[src/rtl/cfe_pkg.sv]
// Shared types, constants and helper functions of the cuckoo filter engine.
// No dependencies; every other file of the engine but cfe_ram imports this package.
package cfe_pkg;

    localparam int NUM_BUCKETS      = 1024;
    localparam int SLOTS_PER_BUCKET = 4;
    localparam int BUCKET_W         = $clog2(NUM_BUCKETS);
    localparam int SLOT_W           = $clog2(SLOTS_PER_BUCKET);
    localparam int FP_W             = 31;
    localparam int ENTRY_W          = FP_W + 1;
    localparam int ROW_W            = SLOTS_PER_BUCKET * ENTRY_W;
    localparam int CNT_W            = 13;
    localparam int DUP_W            = $clog2(2 * SLOTS_PER_BUCKET + 1);
    localparam int KICK_LIMIT_DEF   = 500;
    localparam int QUEUE_DEPTH      = 2;
    localparam logic [31:0] LFSR_MASK = 32'h8020_0003;
    localparam logic [31:0] LFSR_SEED = 32'h0000_0001;

    localparam logic [4:0]       FP_BITS_RST = 5'd8;
    localparam logic [4:0]       LEVEL_RST   = 5'd0;
    localparam logic [CNT_W-1:0] CAP_RST     = 13'd3891;

    localparam logic [1:0] CFG_FP_BITS = 2'd0;
    localparam logic [1:0] CFG_LEVEL   = 2'd1;
    localparam logic [1:0] CFG_CAP     = 2'd2;

    typedef enum logic [1:0] {
        MODE_INSERT = 2'd0,
        MODE_LOOKUP = 2'd1,
        MODE_REMOVE = 2'd2,
        MODE_VICTIM = 2'd3
    } mode_t;

    typedef enum logic [3:0] {
        ST_STORED      = 4'd0,
        ST_DUP_LIMIT   = 4'd1,
        ST_OVER_CAP    = 4'd2,
        ST_EVICTED     = 4'd3,
        ST_FOUND       = 4'd4,
        ST_ABSENT      = 4'd5,
        ST_REMOVED     = 4'd6,
        ST_NOT_PRESENT = 4'd7,
        ST_VICTIM_FULL = 4'd8
    } status_t;

    typedef enum logic [3:0] {
        BK_CLEAR,
        BK_IDLE,
        BK_RD1,
        BK_RD2,
        BK_EVAL,
        BK_KICK,
        BK_KRD,
        BK_KEV,
        BK_DONE
    } back_state_t;

    typedef struct packed {
        logic [4:0]       fp_bits;
        logic [4:0]       level;
        logic [CNT_W-1:0] cap;
    } cfg_t;

    typedef struct packed {
        mode_t               mode;
        logic [FP_W-1:0]     fp;
        logic [FP_W-1:0]     key;
        logic [FP_W-1:0]     saved;
        logic [BUCKET_W-1:0] b1;
        logic [BUCKET_W-1:0] b2;
    } item_t;

    // Bits kept of a fingerprint once the low level bits are dropped.
    function automatic logic [FP_W-1:0] store_mask(input logic [4:0] fb,
                                                   input logic [4:0] lvl);
        logic [4:0]  fbe;
        logic [4:0]  w;
        logic [31:0] m;
        fbe = (fb == 5'd0) ? 5'd1 : fb;
        w   = (fbe > lvl) ? (fbe - lvl) : 5'd0;
        m   = (32'd1 << w) - 32'd1;
        return m[FP_W-1:0];
    endfunction

    function automatic logic [ROW_W-1:0] set_slot(input logic [ROW_W-1:0]  row,
                                                  input logic [SLOT_W-1:0] s,
                                                  input logic [FP_W-1:0]   fp,
                                                  input logic              occ);
        logic [ROW_W-1:0] r;
        r = row;
        for (int i = 0; i < SLOTS_PER_BUCKET; i++) begin
            if (SLOT_W'(i) == s) begin
                r[i*ENTRY_W +: ENTRY_W] = {occ, fp};
            end
        end
        return r;
    endfunction

endpackage

[src/rtl/cfe_queue.sv]
// Short item queue between the front end and the table engine.
// Depends on cfe_pkg.
module cfe_queue
    import cfe_pkg::*;
(
    input  logic  aclk,
    input  logic  aresetn,
    input  logic  push,
    input  item_t item_in,
    output logic  full,
    input  logic  pop,
    output item_t item_out,
    output logic  empty
);

    localparam int PTR_W = $clog2(QUEUE_DEPTH);

    item_t              buf_reg [QUEUE_DEPTH];
    logic [PTR_W-1:0]   wr_reg, wr_next;
    logic [PTR_W-1:0]   rd_reg, rd_next;
    logic [PTR_W:0]     cnt_reg, cnt_next;

    always_comb begin
        wr_next  = wr_reg;
        rd_next  = rd_reg;
        cnt_next = cnt_reg;
        if (push) begin
            wr_next = (wr_reg == PTR_W'(QUEUE_DEPTH - 1)) ? '0 : wr_reg + 1'b1;
        end
        if (pop) begin
            rd_next = (rd_reg == PTR_W'(QUEUE_DEPTH - 1)) ? '0 : rd_reg + 1'b1;
        end
        if (push && !pop) begin
            cnt_next = cnt_reg + 1'b1;
        end else if (pop && !push) begin
            cnt_next = cnt_reg - 1'b1;
        end
    end

    always_ff @(posedge aclk) begin
        if (!aresetn) begin
            wr_reg  <= '0;
            rd_reg  <= '0;
            cnt_reg <= '0;
        end else begin
            wr_reg  <= wr_next;
            rd_reg  <= rd_next;
            cnt_reg <= cnt_next;
        end
        if (push) begin
            buf_reg[wr_reg] <= item_in;
        end
    end

    assign full     = (cnt_reg == (PTR_W+1)'(QUEUE_DEPTH));
    assign empty    = (cnt_reg == '0);
    assign item_out = buf_reg[rd_reg];

endmodule

[config.mk]
export PLATFORM = sky130hd
export DESIGN_NAME = cfe_queue
export DESIGN_NICKNAME = d
export VERILOG_FILES = /design/src/rtl/cfe_pkg.sv /design/src/rtl/cfe_queue.sv
export SDC_FILE = /design/constraint.sdc
export NUM_CORES = 1
export LEC_CHECK = 0
export BUFFER_PORTS_ARGS = -buffer_cell sky130_fd_sc_hd__buf_4
export CAP_MARGIN = 15
export CORE_MARGIN = 10
export CORE_UTILIZATION = 52
export DETAILED_ROUTE_END_ITERATION = 12
export GPL_TIMING_DRIVEN = 0
export PLACE_DENSITY_LB_ADDON = 0.25
export SLEW_MARGIN = 10
export SYNTH_ARGS = -nofsm -noshare
export SYNTH_HDL_FRONTEND = slang
export SYNTH_SLANG_ARGS = --single-unit
[constraint.sdc]
create_clock -name aclk -period 8.9 [get_ports aclk]
set_input_delay 1.78 -clock aclk [delete_from_list [all_inputs] [get_ports aclk]]
set_output_delay 1.78 -clock aclk [all_outputs]
set_load 0.1 [all_outputs]
# [Yosys cells after proc, flatten, opt, wreduce, memory -nomap -nowiden]
# Memory sizes are Yosys's and may differ from the RTL's. A register that Yosys moved wholly into a read port is not among the register bits.
# Index checks and enable logic that the tools add are counted.
[word_totals] mem_bits_rw=230 word_cells=23 register_bits=4 mem_count=1 out_inout_bits=117 inputBits=119
[op_classes] n_addsub=4 reduce_logical=6 mux=8 n_eq_ne=1
[memory_table] name="buf_reg" words=2 word_bits=115 read_ports=1 rd_clocked_by_memory_dff=1 wr=1 line="cfe_queue.sv:18" rtl="item_t buf_reg [QUEUE_DEPTH];"
[op_table] op="$mux 1" count=6
[op_table] op="$mux 2" count=2
[op_table] op="$add 1x1->1 const B" count=2
[op_table] op="$add 2x1->2 const B" count=1
[op_table] op="$eq 2x2->1 const B" count=1
[op_table] op="$logic_and 1x1->1" count=2
[op_table] op="$logic_not 1->1" count=2
[op_table] op="$logic_not 2->1" count=1
[op_table] op="$reduce_bool 2->1" count=1
[op_table] op="$sub 2x1->2 const B" count=1

# [Depth between registers and ports, before layout]
[depth] ltp_word=4 ltp_mapped=5 ltp_nobuf=5

# [Worst setup path before layout]
# OpenSTA, ideal clock, no wires.
[synth_timing] path_kind="input to register" start="input push" end="memory buf_reg[0][0] (netlist name), enable pin" arrival_ps=6804 setup_time_ps=604 path_stages=1 slack_ps=1492 path_buffers=0 required_ps=8296 cell_sequence="nor2b_1"
[synth_between] elab_chain_len=2
[synth_rtl] item="start: declaration" line="cfe_queue.sv:8" rtl="input logic push,"
[synth_rtl] item="$mux 1" line="cfe_queue.sv:50" rtl="if (push) begin"
[synth_rtl] item="$mux 1 (implied by the code)" line="cfe_queue.sv:51" rtl="buf_reg[wr_reg] <= item_in;"
[synth_rtl] item="end: declaration" line="cfe_queue.sv:18"
# Every way passes these cells.

==> results list <==
- Count of warnings emitted by yosys: 0
* Fmax: 0.2717 GHz
* Critical Path End Type: output pin
- In this run the cell area of the synthesized design comes to 8715 um^2.
* Avg Inst Size Synth: 22.93 um^2
* Number of register bits inferred by synthesis: 235
- The critical path crosses 5 cells after its start point.
* Most common library cell in the layout ignoring fill and taps: buf_4
- For the final routed database, the setup TNS stands at 0 ps.
* Remaining max-slew budget at the tightest pin: 0.6365
- Final Wtd Congestion: 0.7745
- The slowest stage of the critical path is the dfxtp_1 cell.
- Worst Setup Path Type: flip-flop to output pin
- In the global route stage, overall resource usage came out at 0.1497.
- Main combinational cell family by area after synthesis: multiplexers
- The number of nets handed over by synthesis was 500.
- The completed layout was analyzed and its total power is 2.921 mW.
* Placement-stage worst setup slack: 5540 ps
- The longest clock path from root to sink contains 3 buffers.
* Detailed router's first-iteration violation count: 195
- Worst R2R Path Depth: 4
* Post-DP HPWL: 12.88 mm
- The final number of max-transition violations was 0.
- Counting stages on the worst path, the most repeated cell is buf_6.
- During placement, the flow inserted port buffers numbering 235.
- Of the cells placed in the final design, the portion with a size suffix greater than 1 is 0.6075.
* Synthesized-area fraction occupied by adder cells: 0.001436
- In the final design database the tool counted 768 nets.
* Peak ir drop on the vdd network: 0.1881 mV
- The number of placed instances, taps included, is 842.
- Highest-count cells in the layout ignoring fill and taps: buf_4 (235), edfxtp_1 (230), mux2_2 (65), mux2_4 (50), clkbuf_16 (25)
- Of the post-synthesis cell area, the dominant cell type holds 0.7925.
- Status: finished, final reports clean
- Xor/xnor share of the synthesized area: 0.003015
- The cell family contributing the most delay on the critical path is buffers and inverters.
* Num ports: 236
* Initial core utilization: 0.5274
* Leakage: 4.515 nW
- edfxtp_1 takes more of the synthesized area than any other cell.
- Number of global-route vias before repair: 4835
- Delay of the slowest cell on the worst path: 320 ps
- The total overflow left after global routing is 0.
- Die Outline Area: 22340 um^2
- Of the available clock period, the critical path in the final layout requires 0.4135.
- TritonCTS clock tree: built
- The number of antenna violations at the first check in global routing is 0.
- The final number of hold-violating endpoints was 0.
* Required time at the endpoint of the critical path: 7120 ps
* CP startpoint kind: flip-flop
* Post-route cell area: 11660 um^2
* Pin count of the biggest net entering global routing: 57
- Sorting the synthesized cells by area gives the leading types as edfxtp_1 (79%), mux2_4 (8.6%), mux2_2 (8.4%), dfxtp_1 (1.1%), buf_6 (0.90%).
* Drt pass-1 iters: 4
* Y dimension of the die: 149.5 um
- Worst slack on hold paths: 511.4 ps
* DRC errors left: 0
- For this block, the via count after detailed routing is 4416.
- The tree built by TritonCTS fans out to 235 sinks.
* Number of buffers inserted during clock tree synthesis: 24
- Signal arrival time at the worst endpoint: 1900 ps
- Worst-skew pair later-pin latency: 500 ps
- First-pass GRT wire length: 26.26 mm
- The area fraction in compound gates after synthesis came to 0.002297.
- Final critical path time including I/O delays and setup: 3680 ps
- Utilization of the core after routing: 0.7057
* Reg-to-Reg Start: wr_reg$_SDFFE_PN0P_
- The critical path ends at item_out[93].
- Aggregate routed wire length: 17.90 mm
- In the routed layout, each cell is associated on average with a via count of 4.990.
- Post-detailed-route count of antenna-violating nets: 0
* Post-CTS setup-driven buffer insertion count: 0
- Leaving out filler cells and counting taps, the final layout contains 885.
- Final setup margin: 5220 ps
- For this run, the register share of the synthesized area comes to 0.8040.
- The area growth from synthesis to layout is 33.81%.
- The tool flagged a number of max-cap violations equal to 0.
- Clock Tree Root: clkbuf_16
* Simple-gate portion of the synthesized area: 0.006174
- Counting both buffers and inverters, the worst setup path holds a total of 4.
* Slew @ Worst Pin: 544.0 ps
- Core Footprint: 16520 um^2
- The worst register-to-register path ends at buf_reg[0][70]$_DFFE_PP_.
- In this run, post-CTS repair resized a total of 0 instances.
- 0 antenna diodes ended up in the layout.
* Synth unique cells: 17
* Final Setup Violations: 0
- Cell count after synthesis: 380
* Power per unit of standard cell area: 250.5 nW/um^2
- Level count of the clock H-tree: 1
* Horizontal die dimension: 149.5 um
* Number of flip-flops under the largest register name: 230
- Layout Skew: 11.88 ps
- Path type of the worst min-delay path: flip-flop to flip-flop
- The floorplan has 47 rows.
* Number of hold buffers added after CTS: 0
* Worst Path Max Fanout: 10
* Average routed wire per standard cell: 20.22 um
* Clk pin slew, worst setup/hold paths: 60 ps
* R2R setup slack: 7150 ps
* Cell-by-cell listing of the critical path: buf_6 -> buf_6 -> buf_6 -> mux2_4 -> buf_4
* Filler Cell Count: 1063
- The portion of synthesized area spent on multiplexers is 0.1701.
* Unrepaired setup endpoints after global routing: no
- Once placement finished, the instance area stood at 10930 um^2.
-- cells by family after synthesis --
family / after synthesis
adders and majority gates: 1
and+or+nand+nor: 9
xor gates and xnor gates: 3
AOI/OAI and AO/OA: 3
DFF: 235
buffers and inverters: 14
muxes: 115
-- worst min-delay path by stage --
stage | start | endpoint | slack [ps] | depth (start not counted)
CTS | cnt_reg[1]$_SDFFE_PN0P_ | cnt_reg[1]$_SDFFE_PN0P_ | 510 | 2
global placement | cnt_reg[1]$_SDFFE_PN0P_ | cnt_reg[1]$_SDFFE_PN0P_ | 480 | 2
floorplan | cnt_reg[1]$_SDFFE_PN0P_ | cnt_reg[1]$_SDFFE_PN0P_ | 470 | 2
global route | cnt_reg[1]$_SDFFE_PN0P_ | cnt_reg[1]$_SDFFE_PN0P_ | 530 | 2
detailed placement | cnt_reg[1]$_SDFFE_PN0P_ | cnt_reg[1]$_SDFFE_PN0P_ | 500 | 2
finish | cnt_reg[1]$_SDFFE_PN0P_ | cnt_reg[1]$_SDFFE_PN0P_ | 510 | 2
-- worst register-to-register path, cell delays in order (launching register included) --
cell and delay [ps]:
dfxtp_1 350, nor2b_4 470, buf_16 230, buf_16 190, buf_12 210
-- synthesized netlist by cell type --
master and instances:
buf_6 7, o21a_1 1, xnor2_1 1, edfxtp_1 230
mux2_2 65, ha_1 1, mux2_4 50, dfxtp_1 5
buf_2 6, o21ai_0 1, nor2b_1 3, nor2_1 1
xor2_1 2, inv_1 1, and2_1 4, or3_1 1
a21boi_1 1
-- routing by layer --
layer  track usage  part of all wire  up-vias
met3       0.06159              0.10       28
met2        0.2473              0.49      167
met1        0.1772              0.39     2181
li1              -                 -     2040
met5             0                 0        -
met4       0.04122             0.020        0
-- cell type report --
cell class	count	area (um^2)	share of cell area
buffer	13	108.9	0.009335
clock buffer	31	648.1	0.05558
clock inverter	12	78.83	0.006760
inverter	1	3.754	0.0003219
multi-input combinational	131	1605	0.1377
sequential	235	7007	0.6009
tap	220	275.3	0.02361
timing repair buffer	242	1934	0.1659
-- power by group --
group / internal (mW) / total [mW] / switching, mW
Combinational: 0.190 / 0.711 / 0.521
Clock: 0.540 / 0.917 / 0.378
Sequential: 1.28 / 1.29 / 0.0141
Total: 2.01 / 2.92 / 0.913
Power figures use the tool's default switching activity.
