## src/rtl/cfe_pkg.sv

```systemverilog
// Shared types, constants and helper functions of the cuckoo filter engine.
// No dependencies; every other file of the engine but cfe_ram imports this package.
package cfe_pkg;

    localparam int NUM_BUCKETS      = 1024;
    localparam int SLOTS_PER_BUCKET = 4;
    localparam int BUCKET_W         = $clog2(NUM_BUCKETS);
    localparam int SLOT_W           = $clog2(SLOTS_PER_BUCKET);
    localparam int FP_W             = 31;
    localparam int ENTRY_W          = FP_W + 1;
    localparam int ROW_W            = SLOTS_PER_BUCKET * ENTRY_W;
    localparam int CNT_W            = 13;
    localparam int DUP_W            = $clog2(2 * SLOTS_PER_BUCKET + 1);
    localparam int KICK_LIMIT_DEF   = 500;
    localparam int QUEUE_DEPTH      = 2;
    localparam logic [31:0] LFSR_MASK = 32'h8020_0003;
    localparam logic [31:0] LFSR_SEED = 32'h0000_0001;

    localparam logic [4:0]       FP_BITS_RST = 5'd8;
    localparam logic [4:0]       LEVEL_RST   = 5'd0;
    localparam logic [CNT_W-1:0] CAP_RST     = 13'd3891;

    localparam logic [1:0] CFG_FP_BITS = 2'd0;
    localparam logic [1:0] CFG_LEVEL   = 2'd1;
    localparam logic [1:0] CFG_CAP     = 2'd2;

    typedef enum logic [1:0] {
        MODE_INSERT = 2'd0,
        MODE_LOOKUP = 2'd1,
        MODE_REMOVE = 2'd2,
        MODE_VICTIM = 2'd3
    } mode_t;

    typedef enum logic [3:0] {
        ST_STORED      = 4'd0,
        ST_DUP_LIMIT   = 4'd1,
        ST_OVER_CAP    = 4'd2,
        ST_EVICTED     = 4'd3,
        ST_FOUND       = 4'd4,
        ST_ABSENT      = 4'd5,
        ST_REMOVED     = 4'd6,
        ST_NOT_PRESENT = 4'd7,
        ST_VICTIM_FULL = 4'd8
    } status_t;

    typedef enum logic [3:0] {
        BK_CLEAR,
        BK_IDLE,
        BK_RD1,
        BK_RD2,
        BK_EVAL,
        BK_KICK,
        BK_KRD,
        BK_KEV,
        BK_DONE
    } back_state_t;

    typedef struct packed {
        logic [4:0]       fp_bits;
        logic [4:0]       level;
        logic [CNT_W-1:0] cap;
    } cfg_t;

    typedef struct packed {
        mode_t               mode;
        logic [FP_W-1:0]     fp;
        logic [FP_W-1:0]     key;
        logic [FP_W-1:0]     saved;
        logic [BUCKET_W-1:0] b1;
        logic [BUCKET_W-1:0] b2;
    } item_t;

    // Bits kept of a fingerprint once the low level bits are dropped.
    function automatic logic [FP_W-1:0] store_mask(input logic [4:0] fb,
                                                   input logic [4:0] lvl);
        logic [4:0]  fbe;
        logic [4:0]  w;
        logic [31:0] m;
        fbe = (fb == 5'd0) ? 5'd1 : fb;
        w   = (fbe > lvl) ? (fbe - lvl) : 5'd0;
        m   = (32'd1 << w) - 32'd1;
        return m[FP_W-1:0];
    endfunction

    function automatic logic [ROW_W-1:0] set_slot(input logic [ROW_W-1:0]  row,
                                                  input logic [SLOT_W-1:0] s,
                                                  input logic [FP_W-1:0]   fp,
                                                  input logic              occ);
        logic [ROW_W-1:0] r;
        r = row;
        for (int i = 0; i < SLOTS_PER_BUCKET; i++) begin
            if (SLOT_W'(i) == s) begin
                r[i*ENTRY_W +: ENTRY_W] = {occ, fp};
            end
        end
        return r;
    endfunction

endpackage

```

## src/rtl/cfe_front.sv

```systemverilog
// Front end: accepts request items and works out fingerprint, key and buckets.
// Depends on cfe_pkg.
module cfe_front
    import cfe_pkg::*;
(
    input  logic         s_tvalid,
    output logic         s_tready,
    input  logic [111:0] s_tdata,
    input  logic [2:0]   s_tuser,
    input  cfg_t         cfg,
    input  logic         clearing,
    input  logic         q_full,
    output logic         push,
    output item_t        item
);

    logic [63:0]       ih;
    logic [FP_W-1:0]   given;
    logic [BUCKET_W-1:0] vb;
    logic              use_given;
    mode_t             mode;
    logic [4:0]        fbe;
    logic [31:0]       fp_mask;
    logic [FP_W-1:0]   fp;
    logic [FP_W-1:0]   lvl_mask;

    assign ih        = s_tdata[63:0];
    assign given     = s_tdata[94:64];
    assign vb        = s_tdata[104:95];
    assign mode      = mode_t'(s_tuser[1:0]);
    assign use_given = s_tuser[2];

    always_comb begin
        fbe      = (cfg.fp_bits == 5'd0) ? 5'd1 : cfg.fp_bits;
        fp_mask  = (32'd1 << fbe) - 32'd1;
        // victim inserts always carry their own fingerprint
        fp       = (use_given || mode == MODE_VICTIM) ? given : (ih[FP_W-1:0] & fp_mask[FP_W-1:0]);
        lvl_mask = (FP_W'(1) << cfg.level) - FP_W'(1);
        item.mode  = mode;
        item.fp    = fp;
        item.key   = fp >> cfg.level;
        item.saved = fp & lvl_mask;
        item.b1    = (mode == MODE_VICTIM) ? vb : ih[BUCKET_W-1:0];
        item.b2    = ih[BUCKET_W-1:0] ^ fp[BUCKET_W-1:0];
    end

    // hold off while the table sweep runs or the queue is full
    assign s_tready = !clearing && !q_full;
    assign push     = s_tvalid && s_tready;

endmodule

```

## config.mk

```make
export PLATFORM = sky130hd
export DESIGN_NAME = cfe_front
export DESIGN_NICKNAME = d
export VERILOG_FILES = /design/src/rtl/cfe_pkg.sv /design/src/rtl/cfe_front.sv
export SDC_FILE = /design/constraint.sdc
export NUM_CORES = 1
export LEC_CHECK = 0
export BUFFER_PORTS_ARGS = -buffer_cell sky130_fd_sc_hd__buf_2
export CAP_MARGIN = 20
export CORE_ASPECT_RATIO = 0.6
export CORE_MARGIN = 2
export CORE_UTILIZATION = 44
export DETAILED_ROUTE_END_ITERATION = 6
export PLACE_DENSITY = 0.84
export SLEW_MARGIN = 10
export SYNTH_ARGS = -nofsm -noshare
export SYNTH_HDL_FRONTEND = slang
export SYNTH_SLANG_ARGS = --single-unit
```

## constraint.sdc

```tcl
create_clock -name vclk -period 6.3
set_clock_uncertainty 0.2 [all_clocks]
set_input_delay 1.26 -clock vclk [all_inputs]
set_output_delay 1.26 -clock vclk [all_outputs]
set_load 0.1 [all_outputs]
```

* Yosys cells after proc, flatten, opt, wreduce, memory -nomap -nowiden
Cells that the tools add are included.
** Operators by class
- Add/sub/neg operators :: 2
- Multipliers :: 0
- Div/mod/pow operators :: 0
- Order comparisons :: 0
- Equality and inequality tests :: 1
- Shifts and indexed selects :: 3
- Multiplexer cells :: 3
- Bitwise gates (word level) :: 3
- Reductions and logical operators :: 6
** Operators with widths (count)
- $and 31x31->31 :: 2
- $shl 1x5->31 const A :: 2
- $mux 31 :: 1
- $shr 31x5->31 :: 1
- $sub 31x1->31 const B :: 1
- $sub 31x2->31 const B :: 1
- $mux 10 :: 1
- $xor 10x10->10 :: 1
- $logic_not 5->1 :: 1
- $mux 5 :: 1
- $eq 2x2->1 const B :: 1
- $logic_and 1x1->1 :: 2
- $logic_not 1->1 :: 2
- $logic_or 1x1->1 :: 1
** Word-level totals
- Register bits :: 0
- Latch bits :: 0
- Bits in writable memories :: 0
- ROM bits :: 0
- Output and inout bits :: 117
- Logic and storage cells :: 18
- Memories :: 0

* Longest topological paths before layout
Gate-level depths: netlist (run 1).
- Word-level depth :: 7
- Depth in mapped cells :: 14
- Gate-level depth less buffers :: 11

* Least setup slack after synthesis (run 1)
OpenSTA, ideal clock, no wires.
- Path kind :: input to output
- From :: input cfg[22] (netlist bit)
- To :: output item[58] (netlist bit)
- Arrival time :: 6850 ps
- Required time :: 4840 ps
- Path slack :: -2010 ps
- Cell stages on the path :: 12
- Buffers on the path :: 3
- Cell sequence :: buf_2 > clkbuf_1 > nor2_1 > nand2_1 > ha_1 > clkbuf_1 > o21ai_1 > o211ai_1 > mux2i_1 > o21ai_1 > a222oi_1 > o21ai_0
** RTL lines
- from (decl) :: RTL line cfe_front.sv:10 : input cfg_t cfg,
- to (decl) :: RTL line cfe_front.sv:14 : output item_t item

==> results of run 1 <==
[through the flow]
| step | cell area, sq um | hold WS [ps] |
|---|---|---|
| 2_1_floorplan | 4050 | 2530 |
| 3_3_place_gp | 5450 | 2710 |
| 3_5_place_dp | 5450 | 2710 |
| 4_1_cts | 5450 | 2710 |
| 5_1_grt | 5450 | 2730 |
| 6_report | 5450 | 2710 |
[per-layer routing]
| metal | vias to the layer above | track usage (%) | routed length (microns) |
|---|---|---|---|
| met2 | 543 | 60.8 | 8350 |
| met1 | 2775 | 58.7 | 8490 |
| met4 | 0 | 10.4 | 533 |
| met3 | 60 | 9.51 | 2890 |
| met5 | - | 0 | 0 |
| li1 | 2719 | - | - |
[final cells by class]
cell class         instances  area, sq um  area share, %
inverters                 23         86.3           1.58
multi-input cells        537         3670           67.4
repair buffers           238         1540           28.3
well taps                112          140           2.57
diodes                     3         7.51          0.138
[layout by cell type, fill, tap and decap left out, drive strengths merged, types with 5 or more instances in the layout]
cell / Yosys / routed
nor4: 6 / 6
a22o: 5 / 5
and2: 19 / 19
o22ai: 12 / 12
nand2: 89 / 89
o2111ai: 7 / 7
nor3: 15 / 15
a21o: 6 / 6
inv: 21 / 21
and3: 7 / 7
o21a: 10 / 10
nor2: 59 / 59
mux2: 20 / 20
o21ai: 32 / 32
a31oi: 10 / 10
o221ai: 11 / 11
a32oi: 6 / 6
a21oi: 43 / 43
xnor2: 6 / 6
a211oi: 7 / 7
a21boi: 6 / 6
or3: 6 / 6
nand3: 22 / 22
nor3b: 5 / 5
a22oi: 6 / 6
o211ai: 23 / 23
a221oi: 5 / 5
buf: 26 / 238
nand2b: 6 / 6
nand4: 7 / 7
nor2b: 7 / 7
mux2i: 14 / 14
[path summary, 6_finish.rpt]
check	start	to	slack (ps)	cells past startpoint
worst max-delay path	cfg[19]	item[57]	260	12
worst min-delay path	clearing	s_tready	2710	3
[cells by family after synthesis]
family	synth area share (%)
compound gates	42.8
buf+inv	9.16
fa+ha+maj	0.661
xor+xnor	1.62
mux	12.0
other cells	0.0991
simple gates	33.7
[worst max-delay path: stages]
cell	delay (ps)
buf_2	100
nor2_1	140
nand2_1	150
ha_4	300
and4_1	230
a311oi_1	470
a31oi_4	160
mux2i_1	530
o31ai_1	130
a221oi_1	630
o22ai_4	130
buf_2	320
==> out/metrics.cfg, run 1 <==
[floorplanning]
num_rows=26
initial_utilization_pct=44.9
die_area_sq_um=9380
die_height_microns=75.8
io_pins=258
die_w_microns=124
core_area_sq_um=8430

[sta]
setup_slack_ps=261
fmax_ghz=0.166
fin_tns_setup_ps=0
hold_viol=0
report.final.setup_viol=0
tightest_slew_ps=757
slew_headroom_pct=48.1
grt_setup_unrepaired=false
min_period_over_period_pct=95.9
slew_violations=0
final.min_clock_period_ps=6040

[clock_network]
cts_resized=0
hold_buffers=0
cts_setup_buffers=0

[synth]
netlist_top_cells_area=nand2_1, nor2_1, mux2_2, a21oi_1, o211ai_1
synth_fp_nets=765
avgSynthCellArea_sq_um=6.09
synthTopCellsByCount=nand2_1, nor2_1, a21oi_1
yosysMostFrequentCell=nand2_1
yosysTopAreaCell=nand2_1
syn_area_sq_um=3780
yosysUniqueCellTypes=75
netlist_instances=622
synth_top_area_share_pct=8.83
seq_area_frac_synth_pct=0
yosysWarningCount=0

[cells_and_area]
layout-drive-gt1-share_pct=37.2
fin_util_pct=64.7
final_cells=913
numSequentialCells=0
area_growth_pct=44.1
fillers=762
nets=943
final-seq-area_sq_um=0
nClkBuffers=0

[routing]
vias=6097
drt_iter0_markers=1107
firstDrtPassIters=6
ant_nets=0
wl_microns=20300
route.detailed.wl_per_inst_microns=22.2
vias_per_cell=6.68
drcViolationCount=0

[place]
place_hpwl_microns=15700
dp_cells=910
gp_congestion=1.01
io_buffers=205
dp_slack_ps=363

[worst_setup_path]
critPathRequiredTime_ps=4840
worstSetupPathType=in2out
cp.arrival_ps=4580
critPathLaunchType=input pin
cp_max_fo=34
critPathCaptureType=output pin

[global_routing]
grt_antenna_before_repair=1
gr-total-overflow=0
grt_start_max_net_pins=59
grt_pass1_vias=5214
grt_use_total_pct=40.7
grt_pass1_wl_microns=29400

[min_path]
hold_path_class=in2out

[flow_run]
maxCapViolCount=0

[status]
outcome=completed

==> inputs of run 2 (changes only) <==
==> config.mk (replaced) <==
export PLATFORM = sky130hd
export DESIGN_NAME = cfe_front
export DESIGN_NICKNAME = d
export VERILOG_FILES = /design/src/rtl/cfe_pkg.sv /design/src/rtl/cfe_front.sv
export SDC_FILE = /design/constraint.sdc
export NUM_CORES = 1
export LEC_CHECK = 0
export CAP_MARGIN = 20
export CORE_ASPECT_RATIO = 0.6
export CORE_MARGIN = 5
export CORE_UTILIZATION = 45
export DETAILED_ROUTE_END_ITERATION = 6
export DONT_BUFFER_PORTS = 1
export SLEW_MARGIN = 10
export SYNTH_ARGS = -nofsm -noshare
export SYNTH_HDL_FRONTEND = slang
export SYNTH_SLANG_ARGS = --single-unit
==> constraint.sdc (replaced) <==
create_clock -name vclk -period 6.7
set_clock_uncertainty 0.2 [all_clocks]
set_input_delay 1.34 -clock vclk [all_inputs]
set_output_delay 1.34 -clock vclk [all_outputs]
set_load 0.1 [all_outputs]
==> out/metrics.cfg, run 2 (synthesis gave the netlist of run 1 again) <==
[status]
outcome=completed

[global_routing]
gr-total-overflow=0
grt_pass1_vias=5025
grt_antenna_before_repair=3
grt_start_max_net_pins=61
grt_pass1_wl_microns=28700
grt_use_total_pct=34.1

[floorplanning]
die_height_microns=81.0
io_pins=258
die_w_microns=128
num_rows=25
core_area_sq_um=8040
initial_utilization_pct=47.1
die_area_sq_um=10400

[clock_network]
cts_setup_buffers=0
cts_resized=0
hold_buffers=0

[cells_and_area]
layout-drive-gt1-share_pct=28.9
nets=799
final-seq-area_sq_um=0
nClkBuffers=0
final_cell_mix=nand2_1, buf_4, nor2_1, a21oi_1
fillers=737
numSequentialCells=0
multi_input_area_sq_um=3820
layout_commonest_cell=nand2_1
area_growth_pct=32.2
final_cells=763

[sta]
setup_slack_ps=564
report.final.setup_viol=0
grt_setup_unrepaired=false
hold_viol=0
slew_headroom_pct=21.3
min_period_over_period_pct=91.6
tightest_slew_ps=1180
fmax_ghz=0.163
slew_violations=0
final.min_clock_period_ps=6140

[routing]
wl_microns=19000
vias_per_cell=7.25
ant_nets=0
drcViolationCount=0
route.detailed.wl_per_inst_microns=24.9
vias=5530
firstDrtPassIters=5
drt_iter0_markers=767

[worst_setup_path]
cp.arrival_ps=4600
cp_max_fo=34
critPathLaunchType=input pin
critPathRequiredTime_ps=5160
worstSetupPathType=in2out
critPathCaptureType=output pin

[place]
io_buffers=0
dp_slack_ps=715
place_hpwl_microns=14800
gp_congestion=1.07
dp_cells=761

[min_path]
hold_path_end=item[113]
hp-start=s_tuser[0]
hold_depth=0
hold_path_class=in2out

[flow_run]
maxCapViolCount=0

run 2: critical path, cell delays in order:
cell,delay (ps)
nor2_1,320
nand2_1,170
ha_4,290
and4_1,230
a311oi_1,450
a31oi_4,230
mux2i_1,430
o31ai_1,110
a221oi_1,540
o22ai_2,190
buf_4,280
run 2: final cells by class:
cell class         instances  area share, %
inverters                 23           1.73
multi-input cells        537           76.4
diodes                     1         0.0500
repair buffers            94           19.1
well taps                108           2.70
run 2: worst max path at each step:
stage,startpoint,end
6_report,cfg[19],item[57]
5_1_grt,cfg[19],item[57]
4_1_cts,cfg[19],item[57]
3_5_place_dp,cfg[19],item[57]
3_3_place_gp,cfg[19],item[51]
2_1_floorplan,cfg[21],item[57]
run 2: layer usage:
layer | up-vias | share of wire [%] | global-route usage, %
li1 | 2431 | - | -
met1 | 2611 | 41 | 49.0
met2 | 452 | 43 | 53.7
met3 | 36 | 14 | 6.50
met4 | 0 | 1.7 | 5.61
met5 | - | 0 | 0
run 2: metrics by stage:
stage,utilization [%],setup TNS [ps],instance area (sq um),hold WS [ps]
after floorplan,-,-688,4020,2690
after global placement,61.9,0,4980,2480
after detailed placement,61.9,0,4980,2480
after CTS,61.9,0,4980,2480
after global routing,62.3,0,5000,2480
final,62.3,0,5000,2480
==> inputs of run 3 (changes only) <==
--- a/config.mk
+++ b/config.mk
@@ -7,10 +7,11 @@
 export LEC_CHECK = 0
 export CAP_MARGIN = 20
 export CORE_ASPECT_RATIO = 0.6
-export CORE_MARGIN = 5
+export CORE_MARGIN = 4
 export CORE_UTILIZATION = 45
 export DETAILED_ROUTE_END_ITERATION = 6
 export DONT_BUFFER_PORTS = 1
+export GPL_TIMING_DRIVEN = 0
 export SLEW_MARGIN = 10
 export SYNTH_ARGS = -nofsm -noshare
 export SYNTH_HDL_FRONTEND = slang
==> out/metrics.cfg, run 3 (synthesis gave the netlist of run 1 again) <==
[cells_and_area]
nets=796
layout-drive-gt1-share_pct=25.5
nClkBuffers=0
final_cells=759
fillers=748
final_cell_mix=nand2_1, nor2_1, a21oi_1, clkbuf_1
area_growth_pct=33.2
n_antenna_cell=0
numSequentialCells=0
layout_commonest_cell=nand2_1
final-seq-area_sq_um=0

[sta]
hold_viol=0
holdWs_ps=2690
grt_setup_unrepaired=false
fmax_ghz=0.149
tightest_slew_ps=1210
report.final.setup_viol=0
slew_violations=0
slew_headroom_pct=19.4
min_period_over_period_pct=99.9
final.min_clock_period_ps=6690

[routing]
firstDrtPassIters=7
vias_per_cell=7.77
ant_nets=0
vias=5901
drt_iter0_markers=1204
wl_microns=22700
route.detailed.wl_per_inst_microns=29.9
drcViolationCount=0

[status]
outcome=completed

[min_path]
hold_depth=2
hp-start=clearing
hold_path_class=in2out
hold_path_end=s_tready

[floorplanning]
initial_utilization_pct=47.1
die_area_sq_um=9990
die_height_microns=79.0
io_pins=258
die_w_microns=126
num_rows=25
core_area_sq_um=8040

[power]
p_leak_nw=1.84
intPower_uw=185
peakVddDrop_v=0.000133
pwr-share-seq_pct=0
comb_power_share_pct=100.0
switching_share_pct=79.6
p_sw_uw=722
power_density_nw_per_um2=180
power_frac_clock_pct=0

[global_routing]
grt_pass1_wl_microns=33300
grt_antenna_before_repair=0
grt_pass1_vias=5354
gr-total-overflow=0
grt_use_total_pct=42.6
grt_start_max_net_pins=11

[worst_setup_path]
worstSetupPathType=in2out
critPathLaunchType=input pin
slowest_stage=o221ai_1
critPathRequiredTime_ps=5160
crit_family=compound AO/OA/AOI/OAI gates
critPathCaptureType=output pin
crit_chain=buf_4 > buf_2 > and4_1 > a32oi_1 > inv_1 > o221ai_1 > a21boi_1 > mux4_2 > nor2_4
slowest_delay_ps=700
path_buf_inv=3
cp_max_fo=10
cp.arrival_ps=5150

[flow_run]
maxCapViolCount=0

[place]
io_buffers=0
gp_congestion=1.14
dp_cells=756
place_hpwl_microns=18300

[clock_network]
hold_buffers=0

-- run 3: cell types whose count changed in the layout (fill, tap and decap cells not counted), sizes merged --
cell      delta
clkbuf      +38
clkinvlp     +1
diode        -1
inv          -1
buf         -41
-- run 3: cell type report --
class / count / area, sq um / area share [%]
Buffer: 62 / 308 / 6.11
Inverter: 23 / 90.1 / 1.79
Multi-Input combinational cell: 537 / 3950 / 78.3
Tap cell: 108 / 135 / 2.68
Timing Repair Buffer: 29 / 561 / 11.1
-- run 3: power by group through the flow --
stage / Sequential, mW / Clock (mW) / Combinational [mW]
final: 0 / 0 / 0.907
after detailed placement: 0 / 0 / 0.860
after global routing: 0 / 0 / 0.926
after CTS: 0 / 0 / 0.873
after global placement: 0 / 0 / 0.790
after floorplan: 0 / 0 / 0.691
-- run 3: what timing repair did --
| item | 4_1_cts | 5_1_grt |
|---|---|---|
| pin swaps | 3 | 4 |
| setup buffers | 0 | 1 |
| setup endpoints to repair | 15 | 20 |
| resized for setup | 18 | 17 |
-- run 3: worst max path at each step --
stage | slack [ps] | start | depth (start not counted) | endpoint
5_1_grt | 0.7 | cfg[14] | 13 | item[50]
3_5_place_dp | -560 | cfg[20] | 13 | item[67]
4_1_cts | 20 | cfg[20] | 13 | item[67]
2_1_floorplan | -250 | cfg[21] | 12 | item[57]
3_3_place_gp | -1000 | cfg[21] | 12 | item[57]
6_report | 7 | cfg[22] | 9 | item[67]
-- run 3: stage by stage --
step	setup slack (ps)	setup TNS (ps)	util [%]	power, mW	area, sq um
after floorplan	-246	-688	-	0.691	4020
after global placement	-1000	-16630	51.7	0.790	4160
after detailed placement	-563	-2730	60.4	0.860	4850
after CTS	22.5	0	61.5	0.873	4940
after global routing	0.738	0	62.7	0.926	5040
final	7.44	0	62.7	0.907	5040
-- run 3: layer usage --
| layer | track usage, % | vias to the layer above | wire length, microns |
|---|---|---|---|
| met1 | 59.8 | 2782 | 8910 |
| met5 | 0 | - | 0 |
| met4 | 8.24 | 0 | 616 |
| met3 | 19.9 | 93 | 4390 |
| met2 | 59.0 | 602 | 8750 |
| li1 | - | 2424 | - |
No activity file was read; power rests on OpenSTA's default activity.
